--- config.mk ---
export PLATFORM = sky130hd
export DESIGN_NAME = http_chunked_body_decoder_flat
export DESIGN_NICKNAME = d
export VERILOG_FILES = /design/src/hdl/hcd_pkg.sv /design/src/hdl/hcd_if.sv /design/src/hdl/http_chunked_body_decoder.sv /design/src/hdl/hcd_byte_class.sv /design/src/flat_wrapper.sv
export SDC_FILE = /design/constraint.sdc
export NUM_CORES = 1
export LEC_CHECK = 0
export ABC_AREA = 1
export BUFFER_PORTS_ARGS = -buffer_cell sky130_fd_sc_hd__buf_2
export CORE_AREA = 2 2 92 94
export DETAILED_ROUTE_END_ITERATION = 16
export DIE_AREA = 0 0 94 96
export PLACE_DENSITY = 0.83
export SYNTH_ARGS = -nofsm -noshare
export SYNTH_HDL_FRONTEND = slang
export SYNTH_SLANG_ARGS = --single-unit
export TNS_END_PERCENT = 5
--- constraint.sdc ---
create_clock -name clk -period 3.1 [get_ports clk]
set_input_delay 0.62 -clock clk [delete_from_list [all_inputs] [get_ports clk]]
set_output_delay 0.62 -clock clk [all_outputs]
set_load 0.02 [all_outputs]
--- src/hdl/hcd_pkg.sv ---
// Package: shared types and constants for the chunked body decoder.
`timescale 1ns / 1ps

package hcd_pkg;

    // Default width of the chunk size counter
    localparam int SIZE_BITS_DEF = 32;

    // Line terminator and blank bytes
    localparam logic [7:0] CHAR_CR    = 8'h0D;
    localparam logic [7:0] CHAR_LF    = 8'h0A;
    localparam logic [7:0] CHAR_SPACE = 8'h20;
    localparam logic [7:0] CHAR_TAB   = 8'h09;

    // Decoder phases
    typedef enum logic [2:0] {
        PH_SIZE = 3'd0,
        PH_DATA = 3'd1,
        PH_CRLF = 3'd2,
        PH_DONE = 3'd3,
        PH_ERR  = 3'd4
    } hcd_phase_t;

    // Classification of one raw byte
    typedef struct packed {
        logic       is_hex;
        logic [3:0] hex_val;
        logic       is_blank;
        logic       is_cr;
        logic       is_lf;
    } hcd_class_t;

endpackage

--- src/hdl/hcd_if.sv ---
// Interfaces: request channel for body bytes and result channel.
`timescale 1ns / 1ps

interface hcd_in_if;
    logic       valid;
    logic       ready;
    logic [7:0] in_byte;
    logic       body_start;

    modport source (output valid, output in_byte, output body_start, input ready);
    modport sink (input valid, input in_byte, input body_start, output ready);
endinterface

interface hcd_out_if;
    logic       valid;
    logic       ready;
    logic [7:0] out_byte;
    logic       out_valid;
    logic       done_res;
    logic       format_error;

    modport source (output valid, output out_byte, output out_valid, output done_res,
                    output format_error, input ready);
    modport sink (input valid, input out_byte, input out_valid, input done_res,
                  input format_error, output ready);
endinterface

--- src/hdl/http_chunked_body_decoder.sv ---
// Top level: chunked transfer body decoder, one byte per request.
`timescale 1ns / 1ps

// Takes up to one body byte per cycle and returns one result per byte, in
// the cycle after it is taken, from a single output register. A new request
// is accepted in every cycle in which the output register is empty or its
// result is being taken, so the sustained rate is one byte per cycle; the
// phase and size registers hold the decoder state between bytes, and the
// result register holds the result. Set body_start on the first body byte
// of each message to restart decoding. Once done_res or format_error shows,
// further bytes are consumed with no payload until the next body_start.
module http_chunked_body_decoder
    import hcd_pkg::*;
#(
    parameter int SIZE_BITS = SIZE_BITS_DEF
)
(
    input  logic         clk,
    input  logic         rst_n,
    hcd_in_if.sink       body,
    hcd_out_if.source    result
);

    hcd_phase_t            phase_reg, phase_next;
    logic [SIZE_BITS-1:0]  rem_reg, rem_next;
    logic                  seen_reg, seen_next;
    logic                  stopped_reg, stopped_next;
    logic                  pcr_reg, pcr_next;
    logic                  trail_reg, trail_next;

    logic                  res_valid_reg;
    logic [7:0]            res_byte_reg, res_byte_next;
    logic                  res_ov_reg, res_ov_next;
    logic                  res_done_reg, res_done_next;
    logic                  res_err_reg, res_err_next;

    logic                  accept;
    hcd_class_t            cls;

    // Effective state after an optional restart
    hcd_phase_t            cur_phase;
    logic [SIZE_BITS-1:0]  cur_rem;
    logic                  cur_seen;
    logic                  cur_stopped;
    logic                  cur_pcr;
    logic                  cur_trail;
    logic [SIZE_BITS-1:0]  rem_shifted;
    logic [SIZE_BITS-1:0]  rem_dec;

    hcd_byte_class u_class (
        .byte_in (body.in_byte),
        .cls     (cls)
    );

    // Accept while the result register is free or draining
    assign body.ready = !res_valid_reg || result.ready;
    assign accept     = body.valid && body.ready;

    // Drive result channel
    assign result.valid        = res_valid_reg;
    assign result.out_byte     = res_byte_reg;
    assign result.out_valid    = res_ov_reg;
    assign result.done_res     = res_done_reg;
    assign result.format_error = res_err_reg;

    // Apply restart on body_start
    always_comb
    begin
        if (body.body_start)
        begin
            cur_phase   = PH_SIZE;
            cur_rem     = '0;
            cur_seen    = 1'b0;
            cur_stopped = 1'b0;
            cur_pcr     = 1'b0;
            cur_trail   = 1'b0;
        end
        else
        begin
            cur_phase   = phase_reg;
            cur_rem     = rem_reg;
            cur_seen    = seen_reg;
            cur_stopped = stopped_reg;
            cur_pcr     = pcr_reg;
            cur_trail   = trail_reg;
        end
    end

    // Shift in one hex digit, saturating on overflow
    assign rem_shifted = (|cur_rem[SIZE_BITS-1 -: 4]) ? {SIZE_BITS{1'b1}}
                                                      : {cur_rem[SIZE_BITS-5:0], cls.hex_val};
    assign rem_dec     = cur_rem - {{(SIZE_BITS-1){1'b0}}, 1'b1};

    // Next state and result
    always_comb
    begin
        phase_next    = phase_reg;
        rem_next      = rem_reg;
        seen_next     = seen_reg;
        stopped_next  = stopped_reg;
        pcr_next      = pcr_reg;
        trail_next    = trail_reg;
        res_byte_next = 8'h00;
        res_ov_next   = 1'b0;
        if (accept)
        begin
            phase_next   = cur_phase;
            rem_next     = cur_rem;
            seen_next    = cur_seen;
            stopped_next = cur_stopped;
            pcr_next     = cur_pcr;
            trail_next   = cur_trail;
            unique case (cur_phase)
                PH_SIZE:
                begin
                    if (cur_pcr && cls.is_lf)
                    begin
                        pcr_next     = 1'b0;
                        seen_next    = 1'b0;
                        stopped_next = 1'b0;
                        phase_next   = (cur_rem == '0) ? PH_DONE : PH_DATA;
                    end
                    else
                    begin
                        pcr_next = cls.is_cr;
                        if (!cur_stopped)
                        begin
                            if (cls.is_hex)
                            begin
                                rem_next  = rem_shifted;
                                seen_next = 1'b1;
                            end
                            else if (!(!cur_seen && cls.is_blank))
                            begin
                                stopped_next = 1'b1;
                            end
                        end
                    end
                end
                PH_DATA:
                begin
                    res_byte_next = body.in_byte;
                    res_ov_next   = 1'b1;
                    rem_next      = rem_dec;
                    if (rem_dec == '0)
                    begin
                        phase_next = PH_CRLF;
                        trail_next = 1'b0;
                        pcr_next   = 1'b0;
                    end
                end
                PH_CRLF:
                begin
                    if (!cur_trail)
                    begin
                        pcr_next   = cls.is_cr;
                        trail_next = 1'b1;
                    end
                    else
                    begin
                        trail_next = 1'b0;
                        pcr_next   = 1'b0;
                        if (cur_pcr && cls.is_lf)
                        begin
                            phase_next   = PH_SIZE;
                            rem_next     = '0;
                            seen_next    = 1'b0;
                            stopped_next = 1'b0;
                        end
                        else
                        begin
                            phase_next = PH_ERR;
                        end
                    end
                end
                PH_DONE, PH_ERR:
                begin
                    // drop the byte
                end
                default:
                begin
                    phase_next = PH_ERR;
                end
            endcase
        end
        res_done_next = (phase_next == PH_DONE);
        res_err_next  = (phase_next == PH_ERR);
    end

    // Hold decoder state
    always_ff @(posedge clk or negedge rst_n)
    begin
        if (!rst_n)
        begin
            phase_reg   <= PH_SIZE;
            rem_reg     <= '0;
            seen_reg    <= 1'b0;
            stopped_reg <= 1'b0;
            pcr_reg     <= 1'b0;
            trail_reg   <= 1'b0;
        end
        else
        begin
            phase_reg   <= phase_next;
            rem_reg     <= rem_next;
            seen_reg    <= seen_next;
            stopped_reg <= stopped_next;
            pcr_reg     <= pcr_next;
            trail_reg   <= trail_next;
        end
    end

    // Result valid flag
    always_ff @(posedge clk or negedge rst_n)
    begin
        if (!rst_n)
        begin
            res_valid_reg <= 1'b0;
        end
        else if (body.ready)
        begin
            res_valid_reg <= body.valid;
        end
    end

    // Result payload: load on each accepted request
    always_ff @(posedge clk)
    begin
        if (accept)
        begin
            res_byte_reg <= res_byte_next;
            res_ov_reg   <= res_ov_next;
            res_done_reg <= res_done_next;
            res_err_reg  <= res_err_next;
        end
    end

    // Data phase always has bytes still due
    a_data_nonzero: assert property (@(posedge clk) disable iff (!rst_n)
        phase_reg == PH_DATA |-> rem_reg != '0)
        else $error("data phase with zero bytes remaining");

    // Trailer byte count only lives in the CR LF phase
    a_trail_phase: assert property (@(posedge clk) disable iff (!rst_n)
        trail_reg |-> phase_reg == PH_CRLF)
        else $error("trailer count set outside CR LF phase");

    // Payload never coincides with done or error
    a_payload_clean: assert property (@(posedge clk) disable iff (!rst_n)
        result.valid && result.out_valid |-> !result.done_res && !result.format_error)
        else $error("payload flagged with done or error");

    // Done and error are exclusive
    a_done_err: assert property (@(posedge clk) disable iff (!rst_n)
        result.valid |-> !(result.done_res && result.format_error))
        else $error("done and error both set");

    // Empty output register never stalls the request side
    a_ready_empty: assert property (@(posedge clk) disable iff (!rst_n)
        !res_valid_reg |-> body.ready)
        else $error("stalled with empty result register");

endmodule

--- src/hdl/hcd_byte_class.sv ---
// Byte classifier: hex digit value, blank, CR and LF detection.
`timescale 1ns / 1ps

module hcd_byte_class
    import hcd_pkg::*;
(
    input  logic [7:0] byte_in,
    output hcd_class_t cls
);

    logic [7:0] off_digit;
    logic [7:0] off_lower;
    logic [7:0] off_upper;

    // Subtract a base per range so the low nibble is the hex value (a and A give 10)
    assign off_digit = byte_in - 8'h30;
    assign off_lower = byte_in - 8'h57;
    assign off_upper = byte_in - 8'h37;

    // Decode hex digit and its value
    always_comb
    begin
        cls.is_hex  = 1'b1;
        cls.hex_val = 4'h0;
        if (byte_in >= 8'h30 && byte_in <= 8'h39)
        begin
            cls.hex_val = off_digit[3:0];
        end
        else if (byte_in >= 8'h61 && byte_in <= 8'h66)
        begin
            cls.hex_val = off_lower[3:0];
        end
        else if (byte_in >= 8'h41 && byte_in <= 8'h46)
        begin
            cls.hex_val = off_upper[3:0];
        end
        else
        begin
            cls.is_hex = 1'b0;
        end
        cls.is_blank = (byte_in == CHAR_SPACE) || (byte_in == CHAR_TAB);
        cls.is_cr    = (byte_in == CHAR_CR);
        cls.is_lf    = (byte_in == CHAR_LF);
    end

endmodule
--- src/flat_wrapper.sv ---
// flat-port wrapper written by rule: the top's interface ports become plain ports
module http_chunked_body_decoder_flat import hcd_pkg::*;
#(
    parameter int SIZE_BITS = SIZE_BITS_DEF
)
  (clk, rst_n, body_valid, body_in_byte, body_body_start, body_ready, result_valid, result_out_byte, result_out_valid, result_done_res, result_format_error, result_ready);
  hcd_in_if body_i ();
  hcd_out_if result_i ();
  input  logic clk;
  input  logic rst_n;
  input wire logic [$bits(body_i.valid)-1:0] body_valid;
  input wire logic [$bits(body_i.in_byte)-1:0] body_in_byte;
  input wire logic [$bits(body_i.body_start)-1:0] body_body_start;
  output wire logic [$bits(body_i.ready)-1:0] body_ready;
  output wire logic [$bits(result_i.valid)-1:0] result_valid;
  output wire logic [$bits(result_i.out_byte)-1:0] result_out_byte;
  output wire logic [$bits(result_i.out_valid)-1:0] result_out_valid;
  output wire logic [$bits(result_i.done_res)-1:0] result_done_res;
  output wire logic [$bits(result_i.format_error)-1:0] result_format_error;
  input wire logic [$bits(result_i.ready)-1:0] result_ready;
  assign body_i.valid = body_valid;
  assign body_i.in_byte = body_in_byte;
  assign body_i.body_start = body_body_start;
  assign body_ready = body_i.ready;
  assign result_valid = result_i.valid;
  assign result_out_byte = result_i.out_byte;
  assign result_out_valid = result_i.out_valid;
  assign result_done_res = result_i.done_res;
  assign result_format_error = result_i.format_error;
  assign result_i.ready = result_ready;
  http_chunked_body_decoder #(.SIZE_BITS(SIZE_BITS)) u_core (.clk(clk), .rst_n(rst_n), .body(body_i), .result(result_i));
endmodule
# Word-level counts from Yosys, hierarchy flattened
# Cells that the tools add are included.
[classes]
add_sub_neg = 4
n_mul = 0
n_div = 0
n_lt_le_gt_ge = 6
eq_ne = 10
n_shift = 0
n_mux = 47
n_bitwise = 0
n_reduce_logical = 15
[ops]
columns = ["op", "n"]
rows = [
  ["$mux W32", 7],
  ["$pmux W32 S3", 1],
  ["$logic_not A32 Y1", 2],
  ["$sub A32 B1 Y32 const B", 1],
  ["$eq A8 B4 Y1 const B", 3],
  ["$mux W1", 24],
  ["$mux W3", 6],
  ["$ge A8 B7 Y1 const B", 2],
  ["$le A8 B7 Y1 const B", 2],
  ["$mux W4", 3],
  ["$pmux W3 S4", 1],
  ["$eq A3 B2 Y1 const B", 3],
  ["$eq A8 B6 Y1 const B", 1],
  ["$ge A8 B6 Y1 const B", 1],
  ["$le A8 B6 Y1 const B", 1],
  ["$sub A4 B3 Y4 const B", 2],
  ["$eq A3 B3 Y1 const B", 2],
  ["$logic_and A1 B1 Y1", 6],
  ["$pmux W1 S2", 3],
  ["$reduce_or A4 Y1", 1],
  ["$sub A4 B1 Y4 const B", 1],
  ["$eq A3 B1 Y1 const B", 1],
  ["$logic_not A3 Y1", 1],
  ["$pmux W1 S3", 1],
  ["4 further kinds", 6],
]
[word_totals]
reg_bits = 51
latch_bits = 0
ram_bits = 0
rom_bits = 0
in_bits = 13
output_inout_bits = 13
wordCells = 93
memories = 0

# Longest topological paths before layout
[logic_depth]
word_depth = 10
mapped_depth = 22
ltp_nobuf = 20

# Hierarchy
# Synthesis repeated with hierarchy kept, for this count alone.
[hier_totals]
cells_unflattened = 709
area_unflattened_um2 = 4439.3
[by_module_without_submodules]
columns = ["mod", "n_inst", "cells_per_inst", "area_per_inst_um2"]
rows = [
  ["http_chunked_body_decoder", 1, 664, 4197.8],
  ["hcd_byte_class", 1, 45, 241.5],
]

# Worst setup path before layout
# OpenSTA, ideal clock, no wires.
[synth_path]
path_type = "in2reg"
startpoint = "in body_body_start"
endpoint = "reg u_core.res_done_reg (netlist: u_core.result.done_res) (data pin)"
setup_ns = 0.255
t_arrival_ns = 2.391
required_ns = 2.845
setup_slack_ns = 0.454
cell_stages = 20
n_path_buf = 2
cell_sequence = "buf_6 inv_4 buf_6 nand2_2 ha_1 nand2_1 nor2_4 nand2_2 inv_1 nand2_1 nand2_1 nand2_1 nor2_1 nand2_1 nor2_2 nand2_1 nand2_1 nand2_1 a21oi_1 nor2_1"
[synth_between]
elab_chain_cells = 7
[synth_rtl]
columns = ["item", "line_no", "rtl"]
rows = [
  ["from (decl)", "flat_wrapper.sv:13", "input wire logic [$bits(body_i.body_start)-1:0] body_body_start;"],
  ["$mux W32 or $mux W1 (tied branches)", "http_chunked_body_decoder.sv:69", "if (body.body_start)"],
  ["$sub A32 B1 Y32, or another cell as far along", "http_chunked_body_decoder.sv:92", "assign rem_dec = cur_rem - {{(SIZE_BITS-1){1'b0}}, 1'b1};"],
  ["$logic_not A32 Y1, or another cell as far along", "http_chunked_body_decoder.sv:145", "if (rem_dec == '0)"],
  ["$mux W3 (on tied branches)", "http_chunked_body_decoder.sv:145, http_chunked_body_decoder.sv:116, http_chunked_body_decoder.sv:154", ""],
  ["$pmux W3 S4 *", "http_chunked_body_decoder.sv:113", "unique case (cur_phase)"],
  ["$mux W3 *", "http_chunked_body_decoder.sv:105", "if (accept)"],
  ["$eq A3 B2 Y1 *", "http_chunked_body_decoder.sv:186", "res_done_next = (phase_next == PH_DONE);"],
  ["named net u_core.res_done_next", "http_chunked_body_decoder.sv:34", "logic res_done_reg, res_done_next;"],
  ["to (signal assigned)", "http_chunked_body_decoder.sv:233", "res_done_reg <= res_done_next;"],
  ["to (decl)", "http_chunked_body_decoder.sv:34", ""],
]
# The timed path passes the listed nets; every way through them passes the cells marked *.
# A chain may end at the register's enable or synchronous reset.

# Worst setup path in the final report
# Ends and elaborated chain as after synthesis.

==> results.cfg <==
[outcome]
status = complete, no violations

[yosys]
synth-compound-area-share_pct = 19.80
synth-simple-area-share_pct = 38.16
synth_xor_area_share_pct = 0.1936
netlist_instances = 720
ys_seq_area_share_pct = 29.42
syn_area_sq_um = 4524
ys.flop_type = dfrtp_1
ys_seq_elements = 51
synthAdderAreaFrac_pct = 1.936
avgSynthCellArea_sq_um = 6.284
yosys.cell_count.top_type = nand2_1
yosys.area.top_type_share_pct = 22.12
synth_common_cells = nand2_1 (204), nor2_1 (107), inv_1 (79)
ys_warn_count = 0
ys_async_sr_fraction_pct = 78.43
synth_fp_nets = 740
synth_top_family_by_area = simple AND/OR/NAND/NOR gates
yosys.area.top_type = dfrtp_1
synth.area.mux_share_pct = 0
ys_types = 42
synth_edf_count = 11
synthTopCellsByArea = dfrtp_1 (22%), nand2_1 (17%), nor2_1 (8.9%)

[placed_design]
place_ws_ps = -77.61
routabilityCongestion = 1.104
portBuffers = 25
dpl_cell_area_sq_um = 4897
place_hpwl_um = 11660

[sta]
fin_setup_tns_ps = 0
final.setup.worst_slack_ps = 231.0
fin_crit_sh_pct = 92.55
setup_violations = 0
fmax_mhz = 348.6
worstMarginPinSlew_ps = 1029
holdWs_ps = 470.9
relSlewSlack_pct = 31.39
finalCriticalPeriod_ps = 2869
fin_skew_ps = 9.877
rsz0062_at_grt = false
slew_viol_final = 0
hold_viol_final = 0

[route]
firstDrtPassIters = 6
antenna_left = 0
drt_wl_total_um = 15390
drt_iter0_drc = 402
post_drt_wl_per_cell_um = 17.77
detailroute.via_count = 5161
drcViolationCount = 0
avgViaCountPerCell = 5.960

[clock_tree]
clk_pin_slew_ps = 110
cts.sinks = 51
cts_setup_buffers = 0
tritoncts = done
ctsHtreeMaxLevel = 2
cts_max_path_buffers = 2
cts_buffers = 5
cts_hold_buffers = 0
clk_latency_ps = 320
cts_resized = 0
ctsRootBufferMaster = clkbuf_8

[worst_setup_path]
critPathArrivalTime_ps = 2950
cp.required_ps = 3190
cp-end-kind = flip-flop
r2r_cells = 19
critPathLaunchType = input port
path_max_fanout = 26
critical_path_class = input port to flip-flop

[floorplanning]
initial_core_util_pct = 56.19
die_w_um = 94
core-area_sq_um = 8051
ios = 26
dieArea_sq_um = 9024
die_h_um = 96
rows = 33

[power_and_ir_drop]
vdd_drop_max_uv = 230.4
power_density_nw_per_um2 = 465.4
p_leak_nw = 2.549

[grt]
grt_pass1_wl_um = 24360
grt-ovfl-total = 0
antenna_found_initial = 0
grt_max_degree = 41
grt_pass1_vias = 4890
track_usage_pct = 35.02

[finish]
drive_above_1_share_pct = 14.72
syn_to_final_growth_pct = 10.43
largest_reg_flops = 32
nFillCells = 811
design_area_sq_um = 4996
final_net_count = 780
diodes = 0

[flow_run]
drv_cap = 0

[worst_hold_path]
hp-class = input port to asynchronous set/reset pin
## worst paths after layout
check	end	start	slack (ps)
worst min-delay path	u_core.rem_reg[19]	rst_n	470
worst min register to register	u_core.pcr_reg	u_core.pcr_reg	500
max in group asynchronous	u_core.rem_reg[13]	rst_n	1990
worst max register to register	u_core.result.done_res	u_core.rem_reg[0]	380
worst max-delay path	u_core.result.done_res	body_body_start	230
min in group clk	u_core.pcr_reg	u_core.pcr_reg	500
## per-stage QoR
stage | util, % | power [W] | std cells
finish | 62.05 | 0.002325 | 866
global route | 62.05 | 0.002467 | 866
floorplan | - | 0.001531 | 720
global placement | 60.82 | 0.001855 | 858
detailed placement | 60.82 | 0.001870 | 858
CTS | 62.05 | 0.002296 | 866
## cells by family after synthesis
kind of cell / count (synthesis)
AO/OA/AOI/OAI: 151
XOR/XNOR: 1
adder cells (fa/ha/maj): 7
buffers and inverters: 110
flip-flops: 51
AND/OR/NAND/NOR: 400
## power breakdown
group	internal [W]	switching, W
Clock	0.000183	0.000251
Sequential	0.000786	0.000114
Combinational	0.000323	0.000667
## layout make-up
class | count | area, sq um | share of cell area, %
Sequential cell | 51 | 1331 | 26.65
Timing Repair Buffer | 59 | 392.9 | 7.864
Tap cell | 105 | 131.4 | 2.630
Multi-Input combinational cell | 559 | 2724 | 54.52
Clock buffer | 6 | 82.58 | 1.653
Inverter | 84 | 317.8 | 6.361
Clock inverter | 2 | 16.27 | 0.3256
## worst max-delay path: stages
cell and delay (ps):
buf_2 130, inv_4 90, buf_4 230, nand2_1 210, nand2_1 80, nor2_1 260
nand2_1 180, nor2_1 190, nand3_1 80, nand2_1 100, nand2_1 60, nor2_1 100
nand2_1 70, nor2_2 110, nand2_1 60, nand2_1 70, nand2_1 80, a21oi_1 140
nor2_1 60
## layout by cell type (no fill, tap or decap), drive strengths merged, types with 8 or more instances in the layout
master	synthesis	final
nand2	222	222
nor2	123	123
inv	84	84
o21ai	72	72
buf	12	59
dfrtp	40	40
a21oi	35	35
nand3	34	34
edfxtp	11	11
a211oi	9	9
nor3	9	9
a31oi	8	8
## metal layers
metal  vias up  share of wire [%]  track usage, %
met4         0                3.9           13.89
met5         -                  0               0
met2       278                 43           55.36
li1       2455                  -               -
met1      2364                 44           47.47
met3        64                9.1           6.578
No activity file was read; power rests on OpenSTA's default activity.
